`src/rtl/modbus_rtu_slave_holding_regs_assert.svh`:
```
// Assertion macros for the Modbus RTU slave block.
// Included by the modules that carry concurrent checks.
`ifndef MODBUS_RTU_SLAVE_HOLDING_REGS_ASSERT_SVH
`define MODBUS_RTU_SLAVE_HOLDING_REGS_ASSERT_SVH
`ifndef SYNTHESIS
`define MB_ASSERT(label, clk, rst, prop) \
   label: assert property (@(posedge clk) disable iff (rst) prop) else $error("%m failed");
`define MB_ASSERT_NR(label, clk, prop) \
   label: assert property (@(posedge clk) prop) else $error("%m failed");
`else
`define MB_ASSERT(label, clk, rst, prop)
`define MB_ASSERT_NR(label, clk, prop)
`endif
`endif

```
`src/rtl/mbrtu_pkg.sv`:
```
// Package for the Modbus RTU slave: constants, types, CRC function.
// No dependencies.
`timescale 1ns / 1ps
package mbrtu_pkg;
   localparam int NUM_HOLD_REGS_DEF = 16;
   localparam logic [7:0] SLAVE_ID_RST = 8'd1;
   localparam logic [7:0] FUNC_READ = 8'd3;
   localparam logic [7:0] FUNC_WRITE = 8'd6;
   localparam logic [7:0] EXC_FLAG = 8'h80;
   localparam logic [7:0] EXC_FUNC = 8'd1;
   localparam logic [7:0] EXC_ADDR = 8'd2;
   localparam logic [7:0] EXC_VALUE = 8'd3;
   localparam logic [7:0] EXC_CRC = 8'd4;
   localparam logic [7:0] CNT_MAX = 8'hFF;

   typedef enum logic [2:0] {
      ST_RX, ST_JUDGE, ST_HEAD, ST_BODY, ST_CRC_LO, ST_CRC_HI
   } state_type;

   // byte source selector for the datapath
   typedef enum logic [2:0] {
      SEL_ID, SEL_FUNC, SEL_THIRD, SEL_REG_HI, SEL_REG_LO, SEL_WORD_HI, SEL_WORD_LO,
      SEL_CRC
   } sel_type;

   typedef struct packed {
      logic     clr_tx;
      logic     emit;
      sel_type  sel;
      logic     crc_hi;
      logic     last;
      logic     reg_step;
      logic     reg_write;
   } cmd_type;

   typedef struct packed {
      logic       frame_end;
      logic       answer;
      logic       is_exc;
      logic       is_write;
      logic       body_done;
   } sts_type;

   function automatic logic [15:0] crc_feed(input logic [15:0] c, input logic [7:0] b);
      logic [15:0] x;
      x = c ^ {8'h00, b};
      for (int k = 0; k < 8; k++) begin
         x = x[0] ? ((x >> 1) ^ 16'hA001) : (x >> 1);
      end
      return x;
   endfunction
endpackage

```
`src/rtl/mbrtu_stream_if.sv`:
```
// Valid/ready byte stream interface with last marker.
// No dependencies.
`timescale 1ns / 1ps
interface mbrtu_stream_if;
   logic       valid;
   logic       ready;
   logic [7:0] data;
   logic       last;
   modport source (output valid, output data, output last, input ready);
   modport sink (input valid, input data, input last, output ready);
endinterface

```
`src/rtl/mbrtu_datapath.sv`:
```
// Datapath: frame capture, CRC, register file, response byte register.
// Depends on mbrtu_pkg and the assertion header.
`timescale 1ns / 1ps
`include "modbus_rtu_slave_holding_regs_assert.svh"
module mbrtu_datapath #(
   parameter int NUM_HOLD_REGS = mbrtu_pkg::NUM_HOLD_REGS_DEF
) (
   input  logic               clock,
   input  logic               reset,
   input  logic               rx_take,
   input  logic [7:0]         rx_byte,
   input  logic               rx_last,
   input  logic [7:0]         slave_id,
   input  mbrtu_pkg::cmd_type cmd,
   output mbrtu_pkg::sts_type sts,
   output logic [7:0]         tx_byte,
   output logic               tx_last
);
   import mbrtu_pkg::*;
   localparam int AW = (NUM_HOLD_REGS > 1) ? $clog2(NUM_HOLD_REGS) : 1;

   logic [15:0] regs_ff [NUM_HOLD_REGS];
   logic [7:0]  count_ff, count_in;
   logic [7:0]  hdr_ff [6];
   logic [7:0]  tail0_ff, tail1_ff;
   logic [15:0] rx_crc_ff, rx_crc_in, tx_crc_ff;
   logic [7:0]  exc_ff, func_ff;
   logic        ans_ff, exc_flag_ff, wr_ff;
   logic [AW-1:0] idx_ff;
   logic [4:0]  left_ff;
   logic [15:0] rd_ff;
   logic [7:0]  byte_ff;
   logic        last_ff;
   logic [15:0] start, word;
   logic [16:0] endp;
   logic [7:0]  hb, ev;
   logic        f0;

   assign start = {hdr_ff[2], hdr_ff[3]};
   assign word = {hdr_ff[4], hdr_ff[5]};
   assign endp = {1'b0, start} + {1'b0, word};
   assign f0 = (count_ff == 8'd0);
   assign count_in = (count_ff == CNT_MAX) ? count_ff : count_ff + 8'd1;
   assign rx_crc_in = f0 ? 16'hFFFF :
                      ((count_ff >= 8'd2) ? crc_feed(rx_crc_ff, tail0_ff) : rx_crc_ff);

   always_ff @(posedge clock) begin
      if (reset) begin
         count_ff <= '0;
         for (int i = 0; i < 6; i++) hdr_ff[i] <= '0;
         tail0_ff <= '0;
         tail1_ff <= '0;
         rx_crc_ff <= 16'hFFFF;
         ans_ff <= 1'b0;
      end else if (rx_take) begin
         for (int i = 0; i < 6; i++) begin
            if (count_ff == 8'(i)) hdr_ff[i] <= rx_byte;
            else if (f0) hdr_ff[i] <= '0;
         end
         tail0_ff <= f0 ? 8'd0 : tail1_ff;
         tail1_ff <= rx_byte;
         rx_crc_ff <= rx_crc_in;
         if (rx_last) begin
            count_ff <= '0;
            ans_ff <= (count_in >= 8'd4) && ((f0 ? rx_byte : hdr_ff[0]) == slave_id);
         end else begin
            count_ff <= count_in;
            ans_ff <= 1'b0;
         end
      end
   end

   // judge frame in the cycle after the last byte is taken
   logic [7:0] ex;
   always_comb begin
      ex = '0;
      if (rx_crc_ff != {tail1_ff, tail0_ff}) ex = EXC_CRC;
      if (start >= 16'(NUM_HOLD_REGS)) ex = EXC_ADDR;
      if (ex == '0) begin
         if (hdr_ff[1] == FUNC_READ) begin
            if (word == 16'd0 || endp > 17'(NUM_HOLD_REGS)) ex = EXC_VALUE;
         end else if (hdr_ff[1] != FUNC_WRITE) ex = EXC_FUNC;
      end
   end

   always_ff @(posedge clock) begin
      if (cmd.clr_tx) begin
         exc_ff <= ex;
         func_ff <= hdr_ff[1];
         exc_flag_ff <= (ex != '0);
         wr_ff <= (ex == '0) && (hdr_ff[1] == FUNC_WRITE);
         idx_ff <= start[AW-1:0];
         left_ff <= word[4:0];
      end else if (cmd.reg_step) begin
         idx_ff <= idx_ff + AW'(1);
         left_ff <= left_ff - 5'd1;
      end
   end

   // register file: one write, one registered read
   always_ff @(posedge clock) begin
      if (reset) begin
         for (int i = 0; i < NUM_HOLD_REGS; i++) regs_ff[i] <= '0;
      end else if (cmd.reg_write) begin
         regs_ff[idx_ff] <= word;
      end
      rd_ff <= regs_ff[idx_ff];
   end

   assign ev = exc_flag_ff ? exc_ff : (wr_ff ? start[15:8] : {word[6:0], 1'b0});
   always_comb begin
      case (cmd.sel)
         SEL_ID:      hb = slave_id;
         SEL_FUNC:    hb = exc_flag_ff ? (func_ff | EXC_FLAG) : func_ff;
         SEL_THIRD:   hb = ev;
         SEL_REG_HI:  hb = wr_ff ? start[7:0] : rd_ff[15:8];
         SEL_REG_LO:  hb = rd_ff[7:0];
         SEL_WORD_HI: hb = word[15:8];
         SEL_WORD_LO: hb = word[7:0];
         SEL_CRC:     hb = cmd.crc_hi ? tx_crc_ff[15:8] : tx_crc_ff[7:0];
         default:     hb = '0;
      endcase
   end

   always_ff @(posedge clock) begin
      if (reset) tx_crc_ff <= 16'hFFFF;
      else if (cmd.clr_tx) tx_crc_ff <= 16'hFFFF;
      else if (cmd.emit && cmd.sel != SEL_CRC) tx_crc_ff <= crc_feed(tx_crc_ff, hb);
      if (cmd.emit) begin
         byte_ff <= hb;
         last_ff <= cmd.last;
      end
   end

   assign tx_byte = byte_ff;
   assign tx_last = last_ff;
   assign sts.frame_end = rx_take && rx_last;
   assign sts.answer = ans_ff;
   assign sts.is_exc = exc_flag_ff;
   assign sts.is_write = wr_ff;
   assign sts.body_done = (left_ff == 5'd1);

   `MB_ASSERT(a_cnt_clr, clock, reset, (rx_take && rx_last) |=> (count_ff == 8'd0))
   `MB_ASSERT(a_crc_init, clock, reset, cmd.clr_tx |=> (tx_crc_ff == 16'hFFFF))
   `MB_ASSERT(a_wr_ok, clock, reset, cmd.reg_write |-> (wr_ff && !exc_flag_ff))
endmodule

```
`src/rtl/mbrtu_ctrl.sv`:
```
// Controller: sequences the response bytes and the output handshake.
// Depends on mbrtu_pkg and the assertion header.
`timescale 1ns / 1ps
`include "modbus_rtu_slave_holding_regs_assert.svh"
module mbrtu_ctrl (
   input  logic               clock,
   input  logic               reset,
   input  mbrtu_pkg::sts_type sts,
   input  logic               out_ready,
   output logic               out_valid,
   output logic               in_ready,
   output mbrtu_pkg::cmd_type cmd
);
   import mbrtu_pkg::*;
   state_type state_ff, state_in;
   logic [2:0] step_ff, step_in;
   logic vld_ff, vld_in;
   logic judge_ff;
   logic rd_wait_ff, rd_wait_in;
   logic free;

   assign free = !vld_ff || out_ready;
   assign out_valid = vld_ff;
   assign in_ready = (state_ff == ST_RX) && !judge_ff;

   always_ff @(posedge clock) begin
      if (reset) begin
         state_ff <= ST_RX;
         step_ff <= '0;
         vld_ff <= 1'b0;
         judge_ff <= 1'b0;
         rd_wait_ff <= 1'b0;
      end else begin
         state_ff <= state_in;
         step_ff <= step_in;
         vld_ff <= vld_in;
         judge_ff <= sts.frame_end;
         rd_wait_ff <= rd_wait_in;
      end
   end

   always_comb begin
      state_in = state_ff;
      step_in = step_ff;
      vld_in = vld_ff && !out_ready;
      rd_wait_in = 1'b0;
      cmd = '0;
      cmd.sel = SEL_ID;
      case (state_ff)
         ST_RX: begin
            if (judge_ff && sts.answer) begin
               cmd.clr_tx = 1'b1;
               state_in = ST_HEAD;
               step_in = '0;
            end
         end
         ST_HEAD: begin
            if (free) begin
               cmd.emit = 1'b1;
               vld_in = 1'b1;
               step_in = step_ff + 3'd1;
               case (step_ff)
                  3'd0: cmd.sel = SEL_ID;
                  3'd1: cmd.sel = SEL_FUNC;
                  default: begin
                     cmd.sel = SEL_THIRD;
                     step_in = '0;
                     if (sts.is_exc) state_in = ST_CRC_LO;
                     else begin
                        state_in = ST_BODY;
                        rd_wait_in = !sts.is_write;
                     end
                  end
               endcase
            end
         end
         ST_BODY: begin
            if (sts.is_write) begin
               if (free) begin
                  cmd.emit = 1'b1;
                  vld_in = 1'b1;
                  step_in = step_ff + 3'd1;
                  case (step_ff)
                     3'd0: begin
                        cmd.sel = SEL_REG_HI;
                        cmd.reg_write = 1'b1;
                     end
                     3'd1: cmd.sel = SEL_WORD_HI;
                     default: begin
                        cmd.sel = SEL_WORD_LO;
                        state_in = ST_CRC_LO;
                     end
                  endcase
               end
            end else if (!rd_wait_ff && free) begin
               cmd.emit = 1'b1;
               vld_in = 1'b1;
               if (step_ff == 3'd0) begin
                  cmd.sel = SEL_REG_HI;
                  step_in = 3'd1;
               end else begin
                  cmd.sel = SEL_REG_LO;
                  step_in = '0;
                  cmd.reg_step = !sts.body_done;
                  rd_wait_in = 1'b1;
                  if (sts.body_done) state_in = ST_CRC_LO;
               end
            end
         end
         ST_CRC_LO: begin
            if (free) begin
               cmd.emit = 1'b1;
               cmd.sel = SEL_CRC;
               vld_in = 1'b1;
               state_in = ST_CRC_HI;
            end
         end
         ST_CRC_HI: begin
            if (free) begin
               cmd.emit = 1'b1;
               cmd.sel = SEL_CRC;
               cmd.crc_hi = 1'b1;
               cmd.last = 1'b1;
               vld_in = 1'b1;
               state_in = ST_RX;
            end
         end
         default: state_in = ST_RX;
      endcase
   end

   `MB_ASSERT(a_no_rx_busy, clock, reset, (state_ff != ST_RX) |-> !in_ready)
   `MB_ASSERT(a_hold, clock, reset, (out_valid && !out_ready) |=> out_valid)
   `MB_ASSERT(a_emit_free, clock, reset, cmd.emit |-> free)
endmodule

```
`src/rtl/modbus_rtu_slave_holding_regs.sv`:
```
// Top level of the Modbus RTU slave (functions 3 and 6).
// Depends on mbrtu_pkg, mbrtu_stream_if, mbrtu_ctrl, mbrtu_datapath.
//
//   channel | dir | payload
//   req     | in  | rx_byte (data), rx_last (last)
//   rsp     | out | tx_byte (data), tx_last (last)
//   csr     | in  | slave_id write
//
// Non-final bytes: one per cycle. Final byte: the frame is judged, then, if it is
// answered, 5 to 37 response bytes, one per cycle unless rsp stalls; a read
// pauses before each register for the register-file read port. req is held off
// until the response has been issued. Synchronous reset clears the register file at once.
`timescale 1ns / 1ps
module modbus_rtu_slave_holding_regs #(
   parameter int NUM_HOLD_REGS = mbrtu_pkg::NUM_HOLD_REGS_DEF
) (
   input logic        clock,
   input logic        reset,
   mbrtu_stream_if.sink   req,
   mbrtu_stream_if.source rsp,
   input logic        csr_write,
   input logic [7:0]  csr_wdata
);
   import mbrtu_pkg::*;
   logic [7:0] slave_id_ff;
   cmd_type cmd;
   sts_type sts;
   logic rx_take;

   always_ff @(posedge clock) begin
      if (reset) slave_id_ff <= SLAVE_ID_RST;
      else if (csr_write) slave_id_ff <= csr_wdata;
   end

   assign rx_take = req.valid && req.ready;

   mbrtu_ctrl u_ctrl (
      .clock(clock), .reset(reset), .sts(sts), .out_ready(rsp.ready),
      .out_valid(rsp.valid), .in_ready(req.ready), .cmd(cmd)
   );

   mbrtu_datapath #(.NUM_HOLD_REGS(NUM_HOLD_REGS)) u_dp (
      .clock(clock), .reset(reset), .rx_take(rx_take), .rx_byte(req.data),
      .rx_last(req.last), .slave_id(slave_id_ff), .cmd(cmd), .sts(sts),
      .tx_byte(rsp.data), .tx_last(rsp.last)
   );
endmodule

```
`src/flat_wrapper.sv`:
```
// flat-port wrapper written by rule: the top's interface ports become plain ports
module modbus_rtu_slave_holding_regs_flat import mbrtu_pkg::*;
#(
   parameter int NUM_HOLD_REGS = mbrtu_pkg::NUM_HOLD_REGS_DEF
)
  (clock, reset, csr_write, csr_wdata, req_valid, req_data, req_last, req_ready, rsp_valid, rsp_data, rsp_last, rsp_ready);
  mbrtu_stream_if req_i ();
  mbrtu_stream_if rsp_i ();
  input logic clock;
  input logic reset;
  input logic csr_write;
  input logic [7:0] csr_wdata;
  input wire logic [$bits(req_i.valid)-1:0] req_valid;
  input wire logic [$bits(req_i.data)-1:0] req_data;
  input wire logic [$bits(req_i.last)-1:0] req_last;
  output wire logic [$bits(req_i.ready)-1:0] req_ready;
  output wire logic [$bits(rsp_i.valid)-1:0] rsp_valid;
  output wire logic [$bits(rsp_i.data)-1:0] rsp_data;
  output wire logic [$bits(rsp_i.last)-1:0] rsp_last;
  input wire logic [$bits(rsp_i.ready)-1:0] rsp_ready;
  assign req_i.valid = req_valid;
  assign req_i.data = req_data;
  assign req_i.last = req_last;
  assign req_ready = req_i.ready;
  assign rsp_valid = rsp_i.valid;
  assign rsp_data = rsp_i.data;
  assign rsp_last = rsp_i.last;
  assign rsp_i.ready = rsp_ready;
  modbus_rtu_slave_holding_regs #(.NUM_HOLD_REGS(NUM_HOLD_REGS)) u_core (.clock(clock), .reset(reset), .req(req_i), .rsp(rsp_i), .csr_write(csr_write), .csr_wdata(csr_wdata));
endmodule
```
`config.mk`:
```
export PLATFORM = sky130hd
export DESIGN_NAME = modbus_rtu_slave_holding_regs_flat
export DESIGN_NICKNAME = d
export VERILOG_FILES = /design/src/rtl/mbrtu_pkg.sv /design/src/rtl/mbrtu_stream_if.sv /design/src/rtl/mbrtu_datapath.sv /design/src/rtl/mbrtu_ctrl.sv /design/src/rtl/modbus_rtu_slave_holding_regs.sv /design/src/flat_wrapper.sv
export VERILOG_INCLUDE_DIRS = /design/src /design/src/rtl
export SDC_FILE = /design/constraint.sdc
export NUM_CORES = 1
export LEC_CHECK = 0
export ABC_AREA = 1
export BUFFER_PORTS_ARGS = -buffer_cell sky130_fd_sc_hd__buf_2
export CAP_MARGIN = 20
export CORE_MARGIN = 2
export CORE_UTILIZATION = 65
export DETAILED_ROUTE_END_ITERATION = 12
export GPL_ROUTABILITY_DRIVEN = 0
export PLACE_DENSITY = 0.82
export SKIP_LAST_GASP = 1
export SLEW_MARGIN = 10
export SYNTH_ARGS = -nofsm -noshare
export SYNTH_HDL_FRONTEND = slang
export SYNTH_HIERARCHICAL = 1
export SYNTH_SLANG_ARGS = --single-unit
```
`constraint.sdc`:
```
create_clock -name clock -period 8.55 [get_ports clock]
set_input_delay 2.1375 -clock clock [delete_from_list [all_inputs] [get_ports clock]]
set_output_delay 2.1375 -clock clock [all_outputs]
set_load 0.02 [all_outputs]
```
==> impl_metrics.toml, run 1 <==
[clocking]
cts_root_buf = "clkbuf_16"
cts_hold_buffers = 0
cts.sinks = 425
postCtsSetupBuffers = 0
clock_path_buffers = 3
htreeDepth = 2
clk_latency_ns = 0.55
tritoncts = "yes"
clk_pin_slew_ns = 0.06
cts_buffers = 43
cts_resized = 0

[job]
cap_violations = 0

[timing]
final-max-slew-violation-count = 0
clock.fmax_mhz = 204
slew_headroom_pct = 28.5
finalSetupViolations = 0
tightest_slew_ns = 1.07
fin_crit_sh_pct = 57.3
fin_worst_skew_ns = 0.0208
period_minus_slack_ns = 4.90
rsz0062_at_grt = "false"
fin_tns_setup_ns = 0
hold_violations = 0
setup_ws_ns = 3.65

[route]
ant_nets = 0
drcViolationCount = 0
wl_mm = 55.6
drt_first_iter_violations = 2420
viasPerCell = 6.25
drt-pass1-iter-count = 8
routed-via-count = 17200
post_drt_wl_per_cell_um = 20.2

[yosys]
synth_edf_count = 335
netlist_instances = 2343
netlist_area_um2 = 20900
async_flop_share_pct = 0
synth_nets = 2399
ys.flop_type = "edfxtp_1"
avgSynthCellArea_um2 = 8.92
ys_types = 53
synth_seq_area_share_pct = 56.8
ys_ff_latch = 425
yosys_warnings = 6

[setup_path]
crit_fanout = 17
critical_path_class = "in2reg"
cp-start-kind = "input pin"
required_ns = 8.73
critPathArrivalTime_ns = 5.07
crit_path_end_kind = "flop"

[placed_design]
place_ws_ns = 3.20
dp_hpwl_mm = 35.7
io_buffer_count = 32
postPlaceCellArea_um2 = 21100

[floorplan]
start_util_pct = 66.0
fp.dieH_um = 183
dieArea_um2 = 33600
std_cell_rows = 65
boundaryPins = 33
die_x_um = 183
core_um2 = 31600

[finish]
stdcell_area_um2 = 22500
nets = 2373
syn_to_final_growth_pct = 7.86
multiInputGateArea_um2 = 7900
insertedDiodeCount = 0
layout-drive-gt1-share_pct = 8.08
seq_area_um2 = 11900
fillers = 2249

[grt]
grt_pass1_vias = 16100
grt_max_degree = 77
antenna_found_initial = 0
grt_use_total_pct = 32.9
grt_overflow = 0
grt_pass1_wl_mm = 86.0

[power_and_ir_drop]
internal-power_w = 0.00420
p_leak_nw = 9.01
p_per_area_nw_per_um2 = 291
comb_power_share_pct = 31.0
p_clk_share_pct = 28.5
sequentialPowerShare_pct = 40.5
sw_frac_of_total_pct = 36.1
vdd_ir_drop_max_v = 0.000263
p_switching_w = 0.00237

[min_path]
hold_path_class = "reg2reg"

[outcome]
status = "complete, no violations"
-- synthesized netlist by cell type, drive strengths merged (24+ instances only) --
library cell  count  area share (%)
edfxtp          335              48
o22ai            68             2.0
nor2            567              11
nor3             26            0.62
nand2           435             8.1
a21oi            59             1.4
xor2             24             1.0
clkbuf          100             1.8
nand3           101             2.8
ha               33             2.0
o21ai           204             4.9
nand4            46             1.4
inv             140             2.5
dfxtp            90             8.6
-- logic make-up (layout without fill, tap and decap cells) --
kind of cell / Yosys count / in the layout / share of synthesized area [%]
AND/OR/NAND/NOR: 1194 / 1194 / 24.0
adder cells (fa/ha/maj): 34 / 34 / 2.07
buffers and inverters: 278 / 286 / 5.49
AO/OA/AOI/OAI: 366 / 366 / 9.70
XOR/XNOR: 46 / 46 / 1.93
flip-flops: 425 / 425 / 56.8
-- critical path, stage by stage --
cell     delay [ns]
buf_2          0.08
inv_2          0.02
nand2_1        0.19
inv_2          0.17
nor4_1         0.40
nand2_1        0.31
nor2_1         0.46
nand2_1        0.53
nand2_1        0.75
-- cell usage in the layout, fill, tap and decap left out, drive strengths merged, types with 57 or more instances in the layout --
cell    instances
nand2         435
nand3         101
a21oi          59
clkbuf         57
inv           139
o21ai         204
o22ai          68
dfxtp          90
nor2          567
edfxtp        335
-- power groups by stage --
stage	Sequential (W)	Clock (W)	Combinational, W
finish	0.00266	0.00187	0.00203
detailed placement	0.00269	0	0.00198
CTS	0.00265	0.00187	0.00199
global placement	0.00268	0	0.00191
global route	0.00268	0.00196	0.00226
floorplan	0.00266	0	0.00154
-- per-layer routing --
layer | up-vias | part of all wire, % | global-route usage [%]
li1 | 7839 | - | -
met2 | 1165 | 46 | 51.7
met5 | - | 0 | 0
met4 | 0 | 3.9 | 13.1
met3 | 186 | 12 | 7.51
met1 | 8015 | 38 | 44.7
-- final timing paths --
check                            from                         to  slack, ns  cells after the start
max                         rsp_ready  u_core/u_dp/regs_ff[7][1]       3.65                      9
min reg2reg  u_core/u_dp/hdr_ff[0][9]     u_core/u_dp/func_ff[1]       0.44                      0
min          u_core/u_dp/hdr_ff[0][9]     u_core/u_dp/func_ff[1]       0.44                      0
max reg2reg     u_core/u_dp/idx_ff[1]  u_core/u_dp/regs_ff[5][4]       3.94                      8
-- sequential cells by signal, indices dropped and copies added (netlist names), 4 cells and up --
| signal | cells |
|---|---|
| u_core/u_dp/count_ff | 8 |
| u_core/u_dp/func_ff | 8 |
| u_core/u_dp/regs_ff | 256 |
| u_core/u_dp/tx_byte | 8 |
| u_core/u_dp/hdr_ff | 48 |
| u_core/u_dp/rx_crc_ff | 16 |
| u_core/u_dp/tx_crc_ff | 16 |
| u_core/u_dp/rd_ff | 16 |
| u_core/u_dp/tail0_ff | 8 |
| u_core/u_dp/idx_ff | 4 |
| u_core/slave_id_ff | 8 |
| u_core/u_dp/tail1_ff | 8 |
| u_core/u_dp/left_ff | 5 |
-- stage by stage --
stage / hold WS [ns] / utilization (%) / std cells / total power, W
2_1_floorplan: 0.426 / - / 2343 / 0.00420
5_1_grt: 0.455 / 71.2 / 2753 / 0.00690
4_1_cts: 0.446 / 71.2 / 2752 / 0.00652
6_report: 0.443 / 71.2 / 2753 / 0.00656
3_5_place_dp: 0.442 / 66.8 / 2673 / 0.00467
3_3_place_gp: 0.440 / 66.8 / 2673 / 0.00460
-- cell type report --
| cell class | count | share of cell area, % |
|---|---|---|
| multi-input cells | 1640 | 35.1 |
| well taps | 402 | 2.23 |
| inverters | 158 | 2.65 |
| repair buffers | 49 | 1.27 |
| clock inverters | 22 | 1.00 |
| flip-flops and latches | 425 | 52.6 |
| clock buffers | 57 | 5.15 |
Power figures use the tool's default switching activity.
==> run 2, diff against run 1 <==
--- a/config.mk
+++ b/config.mk
@@ -6,14 +6,14 @@
 export SDC_FILE = /design/constraint.sdc
 export NUM_CORES = 1
 export LEC_CHECK = 0
-export ABC_AREA = 1
+export ABC_AREA = 0
 export BUFFER_PORTS_ARGS = -buffer_cell sky130_fd_sc_hd__buf_2
 export CAP_MARGIN = 20
 export CORE_MARGIN = 2
-export CORE_UTILIZATION = 65
+export CORE_UTILIZATION = 63
 export DETAILED_ROUTE_END_ITERATION = 12
 export GPL_ROUTABILITY_DRIVEN = 0
-export PLACE_DENSITY = 0.82
+export PLACE_DENSITY = 0.8
 export SKIP_LAST_GASP = 1
 export SLEW_MARGIN = 10
 export SYNTH_ARGS = -nofsm -noshare
==> constraint.sdc (replaced) <==
create_clock -name clock -period 4.8 [get_ports clock]
set_input_delay 1.2 -clock clock [delete_from_list [all_inputs] [get_ports clock]]
set_output_delay 1.2 -clock clock [all_outputs]
set_load 0.02 [all_outputs]
==> impl_metrics.toml, run 2 <==
[outcome]
status = "complete, no violations"

[route]
wl_met1_mm = 21.1
drt-pass1-iter-count = 5
wl_met3_mm = 4.90
wl_met2_mm = 23.7
ant_nets = 0
drcViolationCount = 0
viasPerCell = 6.56
post_drt_wl_per_cell_um = 24.0
wl_mm = 51.8
routed-via-count = 14100
drt_first_iter_violations = 1672
top_layer = "met4"

[floorplan]
die_x_um = 188
std_cell_rows = 67
fp.dieH_um = 188
core_um2 = 33400
dieArea_um2 = 35200
start_util_pct = 63.6
boundaryPins = 33

[finish]
regMostFlops = "u_core/u_dp/regs_ff"
largest_register_ffs = 256
mostFrequentLayoutCell = "edfxtp_1"
final_core_util_pct = 69.5
layout_common_cells = "edfxtp_1, and3_1, and2_1"
seq_area_um2 = 11900
reg_top3 = "u_core/u_dp/regs_ff (256), u_core/u_dp/hdr_ff (48)"
nets = 1724
syn_to_final_growth_pct = 9.32
stdcell_area_um2 = 23200
insertedDiodeCount = 0
layout-drive-gt1-share_pct = 16.3
fillers = 2283
multiInputGateArea_um2 = 8640

[timing]
fin_tns_setup_ns = 0
period_minus_slack_ns = 4.34
slew_headroom_pct = 25.2
hold_violations = 0
fin_crit_sh_pct = 90.3
finalSetupViolations = 0
clock.fmax_mhz = 231
fin_worst_skew_ns = 0.0140
tightest_slew_ns = 1.11
rsz0062_at_grt = "false"
whs_ns = 0.451
final-max-slew-violation-count = 0

[clocking]
cts_resized = 0
cts_root_buf = "clkbuf_16"
htreeDepth = 2
postCtsSetupBuffers = 0
cts.sinks = 425
clk_latency_ns = 0.55
cts_buffers = 45
tritoncts = "yes"
clock_path_buffers = 3
clk_pin_slew_ns = 0.06
cts_hold_buffers = 0

[yosys]
synth_nets = 1734
ys.flop_type = "edfxtp_1"
synth_seq_area_share_pct = 55.9
yosysMostFrequentCell = "edfxtp_1"
async_flop_share_pct = 0
synth_top_area_cell = "edfxtp_1"
yosys_warnings = 6
synth_common_cells = "edfxtp_1, and3_1, clkbuf_1, and2_1, dfxtp_1"
netlist_area_um2 = 21200
netlist.area_leader.share_pct = 47.4
synthTopCellsByArea = "edfxtp_1, dfxtp_1, mux4_2"
synth_edf_count = 335
netlist_instances = 1678
avgSynthCellArea_um2 = 12.6
ys_types = 94
ys_ff_latch = 425

[grt]
grt_pass1_vias = 13800
grt_overflow = 0
grt_use_total_pct = 29.5
antenna_found_initial = 0
grt_pass1_wl_mm = 79.5
grt_max_degree = 78

[min_path]
hold_path_class = "reg2reg"
worstHoldPathCells = 0
min_to = "u_core/u_dp/func_ff[3]"
hold_start = "u_core/u_dp/hdr_ff[0][11]"

[setup_path]
critPathArrivalTime_ns = 4.79
cp-start-kind = "flop"
critical_path_class = "reg2reg"
r2r_cells = 15
r2r-start = "u_core/u_ctrl/step_ff[1]"
crit_fanout = 15
required_ns = 5.26
r2r_slack_ns = 0.46
crit_path_end_kind = "flop"
r2r_end = "u_core/u_dp/tx_crc_ff[0]"

[placed_design]
io_buffer_count = 32
dp_hpwl_mm = 32.7
postPlaceCellArea_um2 = 21700

[power_and_ir_drop]
p_clk_share_pct = 36.1
sw_frac_of_total_pct = 27.2
sequentialPowerShare_pct = 48.0
comb_power_share_pct = 15.9
p_per_area_nw_per_um2 = 407
p_switching_w = 0.00257
p_leak_nw = 9.47
internal-power_w = 0.00688
vdd_ir_drop_max_v = 0.000297

[job]
cap_violations = 0
run 2: power by group through the flow:
stage                     clock (W)  combinational, W  sequential (W)
final                       0.00341           0.00150         0.00454
after global routing        0.00358           0.00163         0.00456
after CTS                   0.00345           0.00149         0.00453
after detailed placement          0           0.00147         0.00460
after global placement            0           0.00142         0.00459
after floorplan                   0           0.00110         0.00448
run 2: through the flow:
stage	setup WS, ns	total power (W)	cells
after CTS	0.533	0.00946	2151
after detailed placement	0.0999	0.00606	2068
after global routing	0.191	0.00976	2152
after global placement	0.266	0.00601	2068
final	0.464	0.00945	2152
after floorplan	0.383	0.00558	1678
run 2: logic make-up (layout without fill, tap and decap cells):
| kind of cell | Yosys count | count (layout) | share of synthesized area (%) |
|---|---|---|---|
| AO/OA/AOI/OAI | 204 | 204 | 6.80 |
| adder cells (fa/ha/maj) | 34 | 34 | 2.04 |
| XOR/XNOR | 64 | 64 | 2.84 |
| buffers and inverters | 172 | 198 | 3.66 |
| flip-flops | 425 | 425 | 55.9 |
| multiplexers | 143 | 143 | 11.5 |
| AND/OR/NAND/NOR | 636 | 636 | 17.2 |
run 2: critical path, stage by stage, from the launching register on:
cell and delay, ns:
dfxtp_1 0.45, inv_1 0.12, ha_1 0.21, nand2b_1 0.24, nand2_1 0.16, o32ai_4 0.49, buf_4 0.30, nand2_1 0.12
o32a_1 0.35, mux2i_1 0.14, nand4b_1 0.25, xnor2_1 0.25, xnor3_1 0.30, xnor3_1 0.40, and4b_1 0.23, a311oi_2 0.23
run 2: layer usage:
layer | track usage [%] | vias to the layer above
li1 | - | 6290
met1 | 42.1 | 6937
met2 | 45.8 | 763
met3 | 4.68 | 130
met4 | 11.9 | 0
met5 | 0 | -
run 2: layout make-up:
class / instances / area share (%)
tap: 448 / 2.42
inverter: 29 / 0.469
clock buffer: 61 / 5.47
sequential: 425 / 51.1
multi-input combinational: 1081 / 37.3
clock inverter: 22 / 0.815
timing repair buffer: 86 / 2.43
run 2: worst max-delay path by stage:
stage	start	to	slack, ns	cells past startpoint
2_1_floorplan	rsp_ready	u_core/u_dp/tx_crc_ff[0]	0.38	16
3_3_place_gp	rsp_ready	u_core/u_dp/tx_crc_ff[0]	0.27	15
3_5_place_dp	rsp_ready	u_core/u_dp/tx_crc_ff[0]	0.1	15
4_1_cts	u_core/u_ctrl/step_ff[1]	u_core/u_dp/tx_crc_ff[0]	0.53	15
5_1_grt	u_core/u_ctrl/step_ff[1]	u_core/u_dp/tx_crc_ff[0]	0.19	15
6_report	u_core/u_ctrl/step_ff[1]	u_core/u_dp/tx_crc_ff[0]	0.46	15
